===== src/hdl/rsbk_pkg.sv =====
// ----------------------------------------------------------------------------
// rsbk_pkg: shared types for the descending record sorter
// Record, payload and control types used by the sorting cells and the top level.
// ----------------------------------------------------------------------------
package rsbk_pkg;

  localparam int unsigned CAPACITY_DEF = 64;
  localparam int unsigned ID_W         = 32;
  localparam int unsigned KEY_W        = 24;

  typedef struct packed {
    logic                    valid;
    logic signed [ID_W-1:0]  id;
    logic signed [KEY_W-1:0] key;
  } cell_t;

  typedef struct packed {
    logic load;
    logic shift;
  } cell_ctl_t;

  typedef struct packed {
    logic signed [ID_W-1:0]  record_id;
    logic signed [KEY_W-1:0] sort_key;
    logic                    batch_last;
  } in_t;

  typedef struct packed {
    logic signed [ID_W-1:0]  out_id;
    logic signed [KEY_W-1:0] out_key;
    logic                    out_last;
    logic                    overflow;
  } out_t;

  typedef enum logic [1:0] {
    ST_LOAD  = 2'b01,
    ST_DRAIN = 2'b10
  } state_t;

endpackage


===== src/hdl/rsbk_cell.sv =====
// ----------------------------------------------------------------------------
// rsbk_cell: one slot of the insertion sorting chain
// Holds one record. On a load it keeps its record, takes the new record, or
// takes its upper neighbor's record; on a shift it takes its lower neighbor's.
// ----------------------------------------------------------------------------
module rsbk_cell (
  input  logic                                clk,
  input  logic                                rst_n,
  input  rsbk_pkg::cell_ctl_t                 ctl_i,
  input  logic signed [rsbk_pkg::ID_W-1:0]    new_id_i,
  input  logic signed [rsbk_pkg::KEY_W-1:0]   new_key_i,
  input  rsbk_pkg::cell_t                     prev_i,
  input  logic                                prev_less_i,
  input  rsbk_pkg::cell_t                     next_i,
  output rsbk_pkg::cell_t                     cell_o,
  output logic                                less_o
);

  rsbk_pkg::cell_t cell_r;
  rsbk_pkg::cell_t cell_nxt;

  assign less_o = !cell_r.valid || ($signed(cell_r.key) < $signed(new_key_i));
  assign cell_o = cell_r;

  always_comb begin
    cell_nxt = cell_r;
    if (ctl_i.load && less_o) begin
      if (prev_less_i) begin
        cell_nxt = prev_i;
      end else begin
        cell_nxt.valid = 1'b1;
        cell_nxt.id    = new_id_i;
        cell_nxt.key   = new_key_i;
      end
    end else if (ctl_i.shift) begin
      cell_nxt = next_i;
    end
  end

  always_ff @(posedge clk) begin
    if (!rst_n) begin
      cell_r.valid <= 1'b0;
    end else begin
      cell_r <= cell_nxt;
    end
  end

endmodule


===== config.mk =====
export PLATFORM = sky130hd
export DESIGN_NAME = rsbk_cell
export DESIGN_NICKNAME = d
export VERILOG_FILES = /design/src/hdl/rsbk_pkg.sv /design/src/hdl/rsbk_cell.sv
export SDC_FILE = /design/constraint.sdc
export NUM_CORES = 1
export LEC_CHECK = 0
export BUFFER_PORTS_ARGS = -buffer_cell sky130_fd_sc_hd__buf_2
export CAP_MARGIN = 30
export CORE_MARGIN = 2
export CORE_UTILIZATION = 40
export CTS_CLUSTER_DIAMETER = 150
export CTS_CLUSTER_SIZE = 24
export DETAILED_ROUTE_END_ITERATION = 10
export PLACE_DENSITY = 0.9
export REMOVE_ABC_BUFFERS = 1
export SETUP_SLACK_MARGIN = 0.4
export SYNTH_ARGS = -nofsm -noshare
export SYNTH_HDL_FRONTEND = slang
export SYNTH_SLANG_ARGS = --single-unit
export TNS_END_PERCENT = 30

===== constraint.sdc =====
create_clock -name clk -period 4.05 [get_ports clk]
set_input_delay 0.405 -clock clk [delete_from_list [all_inputs] [get_ports clk]]
set_output_delay 0.405 -clock clk [all_outputs]
set_load 0.05 [all_outputs]

==> impl_metrics.env <==
export IMPL_antenna_found_initial=0
export IMPL_hold_start="next_i[1]"
export IMPL_detail_route_wl_per_cell_microns=15.3
export IMPL_fillers=817
export IMPL_hold_path_class="in -> reg"
export IMPL_cts_tree="yes"
export IMPL_via_count=3303
export IMPL_insertion_delay_ps=340
export IMPL_crit_path_start="cell_o[15]"
export IMPL_syn_avg_cell_area_sq_um=12.6
export IMPL_clkTransAtPathRegs_ps=80
export IMPL_largest_reg_flops=57
export IMPL_cts_root_buf="clkbuf_8"
export IMPL_power_static_leakage_uw=0.00255
export IMPL_seq_area_frac_synth_pct=44.0
export IMPL_totalPowerFinal_uw=2080
export IMPL_die_w_microns=102
export IMPL_rows=35
export IMPL_synthCells=307
export IMPL_drt_initial_drc_count=69
export IMPL_cp_max_fo=4
export IMPL_syn_to_final_growth_pct=37.5
export IMPL_ys_seq_elements=57
export IMPL_drc=0
export IMPL_seqCellArea_sq_um=1700
export IMPL_cp_cell_sequence="ha_1 -> nand4_1 -> or3_1 -> a2111oi_0 -> or4_4 -> a21o_1 -> nand3_1 -> buf_2"
export IMPL_diodes=0
export IMPL_fmax_mhz=331
export IMPL_grt_overflow_total=0
export IMPL_cts_sinks=57
export IMPL_dpl_worst_slack_ps=965
export IMPL_viasPerCell=4.90
export IMPL_fin_worst_skew_ps=13.3
export IMPL_synth_top_area_cell="edfxtp_1"
export IMPL_ys_top_cells_by_area="edfxtp_1 43%, mux2_2 18%, mux2_4 11%"
export IMPL_path_buf_inv=1
export IMPL_grt_usage_pct=19.5
export IMPL_synth_ff_type="edfxtp_1"
export IMPL_syn_area_sq_um=3870
export IMPL_r2r_cells=8
export IMPL_r2r_slack_ps=1100
export IMPL_cp_endpoint="less_o"
export IMPL_hold_violations=0
export IMPL_place_gp_congestion=0.799
export IMPL_period_share_pct=74.6
export IMPL_dp_final_hpwl_mm=8.24
export IMPL_die_height_microns=102
export IMPL_synth_top_cell_area_share_pct=43.5
export IMPL_io_pins=233
export IMPL_multiInputGateArea_sq_um=1960
export IMPL_crit_slowest_cell="or3_1"
export IMPL_synth_edf_count=56
export IMPL_worstMarginPinSlew_ps=675
export IMPL_grt_max_degree=49
export IMPL_drv_cap=0
export IMPL_whs_ps=367
export IMPL_finalMaxSlewViolations=0
export IMPL_coreArea_sq_um=9330
export IMPL_initial_utilization_pct=41.5
export IMPL_drt_total_wl_mm=10.3
export IMPL_crit_family="simple AND/OR/NAND/NOR gates"
export IMPL_slowest_delay_ps=430
export IMPL_fin_crit_ps=3020
export IMPL_r2r_end="cell_o[24]"
export IMPL_met2_usage_pct=34.9
export IMPL_endpoint_kind="output pin"
export IMPL_powerDensity_nw_per_um2=390
export IMPL_cts_buffers_inserted=9
export IMPL_design_area_sq_um=5320
export IMPL_yosys_cell_count_top_type="mux2_2"
export IMPL_r2r_start="cell_o[15]"
export IMPL_synthTopCellsByCount="61 x mux2_2, 56 x edfxtp_1, 29 x mux2_4"
export IMPL_arrival_ps=2620
export IMPL_drtAntennaViolNets=0
export IMPL_rsz0062_at_grt="no"
export IMPL_crit_type="reg -> out"
export IMPL_outcome="completed"
export IMPL_fin_nets=738
export IMPL_clockBufferDepth=2
export IMPL_ir_drop_mv=0.184
export IMPL_htreeDepth=3
export IMPL_drive_gt1_share_pct=63.7
export IMPL_place_area_sq_um=5110
export IMPL_cp_required_ps=3640
export IMPL_post_cts_buffers=0
export IMPL_layout_setup_ws_ps=1030
export IMPL_busiest_layer="met2"
export IMPL_hold_buffers=0
export IMPL_grtUsageMet1_pct=21.5
export IMPL_start_kind="register"
export IMPL_yosys_warnings=0
export IMPL_setup_viol=0
export IMPL_grt_pass1_wl_mm=15.6
export IMPL_grt_use_met3_pct=7.05
export IMPL_path_depth=8
export IMPL_grt_pass1_vias=3379
export IMPL_async_flop_share_pct=0
export IMPL_dieArea_sq_um=10500
export IMPL_cts_repair_resize_count=0
export IMPL_synth_cell_types=36
export IMPL_io_buffers=232
export IMPL_drt_pass1_iterations=4
export IMPL_relSlewSlack_pct=55.0
==> final cells by class <==
class | instances | share of cell area, %
flip-flops and latches | 57 | 32.0
clock inverters | 6 | 1.55
repair buffers | 237 | 22.5
multi-input cells | 211 | 36.8
well taps | 129 | 3.03
clock buffers | 10 | 2.40
inverters | 24 | 1.69
==> through the flow <==
step                instances  setup TNS (ps)  utilization [%]
CTS                       674               0             57.0
detailed placement        658               0             54.8
global route              674               0             57.0
global placement          658               0             54.8
finish                    674               0             57.0
floorplan                 292          -52890                -
==> cell usage in the layout, fill, tap and decap left out <==
cell / n
a21oi_1: 8
edfxtp_1: 56
inv_1: 24
mux2_2: 61
a31oi_1: 1
o21a_2: 1
clkinv_2: 3
dfxtp_1: 1
or2_2: 1
nand3_1: 3
o211a_1: 1
nand2_1: 28
a31oi_4: 1
clkbuf_1: 1
o21ai_0: 25
bufinv_16: 2
clkbuf_8: 9
o211ai_1: 1
a21boi_0: 1
nor3_1: 5
nor2_1: 2
nor4b_1: 1
clkinvlp_4: 1
nand2b_1: 4
o221ai_1: 1
a21o_1: 2
a2111oi_0: 1
a41oi_1: 1
and4b_1: 1
ha_1: 23
buf_2: 232
a2111oi_2: 1
or4_4: 1
mux2_4: 29
nand4_1: 4
or3_1: 1
mux2i_1: 2
buf_4: 5
==> kinds of logic after synthesis <==
kind of cell	Yosys count	synth area share [%]
AOI/OAI and AO/OA	45	7.28
buffers and inverters	39	5.43
adders and majority gates	23	7.44
DFF	57	44.0
and+or+nand+nor	51	6.34
muxes	92	29.5
==> power by group <==
| group | internal [uW] | switching (uW) |
|---|---|---|
| Clock | 344 | 244 |
| Sequential | 738 | 27.7 |
| Combinational | 293 | 429 |
| Total | 1370 | 701 |
==> worst min-delay path by stage <==
stage | endpoint | slack [ps] | depth (start not counted)
detailed placement | cell_o[30] | 710 | 2
finish | cell_o[1] | 370 | 2
CTS | cell_o[30] | 340 | 2
floorplan | cell_o[27] | 620 | 1
global placement | cell_o[25] | 710 | 2
global route | cell_o[53] | 330 | 2
==> layer usage <==
metal / part of all wire [%] / routed length [microns]
met5: 0 / 0
met4: 1.3 / 131
met3: 7.9 / 816
met2: 52 / 5320
met1: 39 / 4020
(Power assumes the default switching activity.)
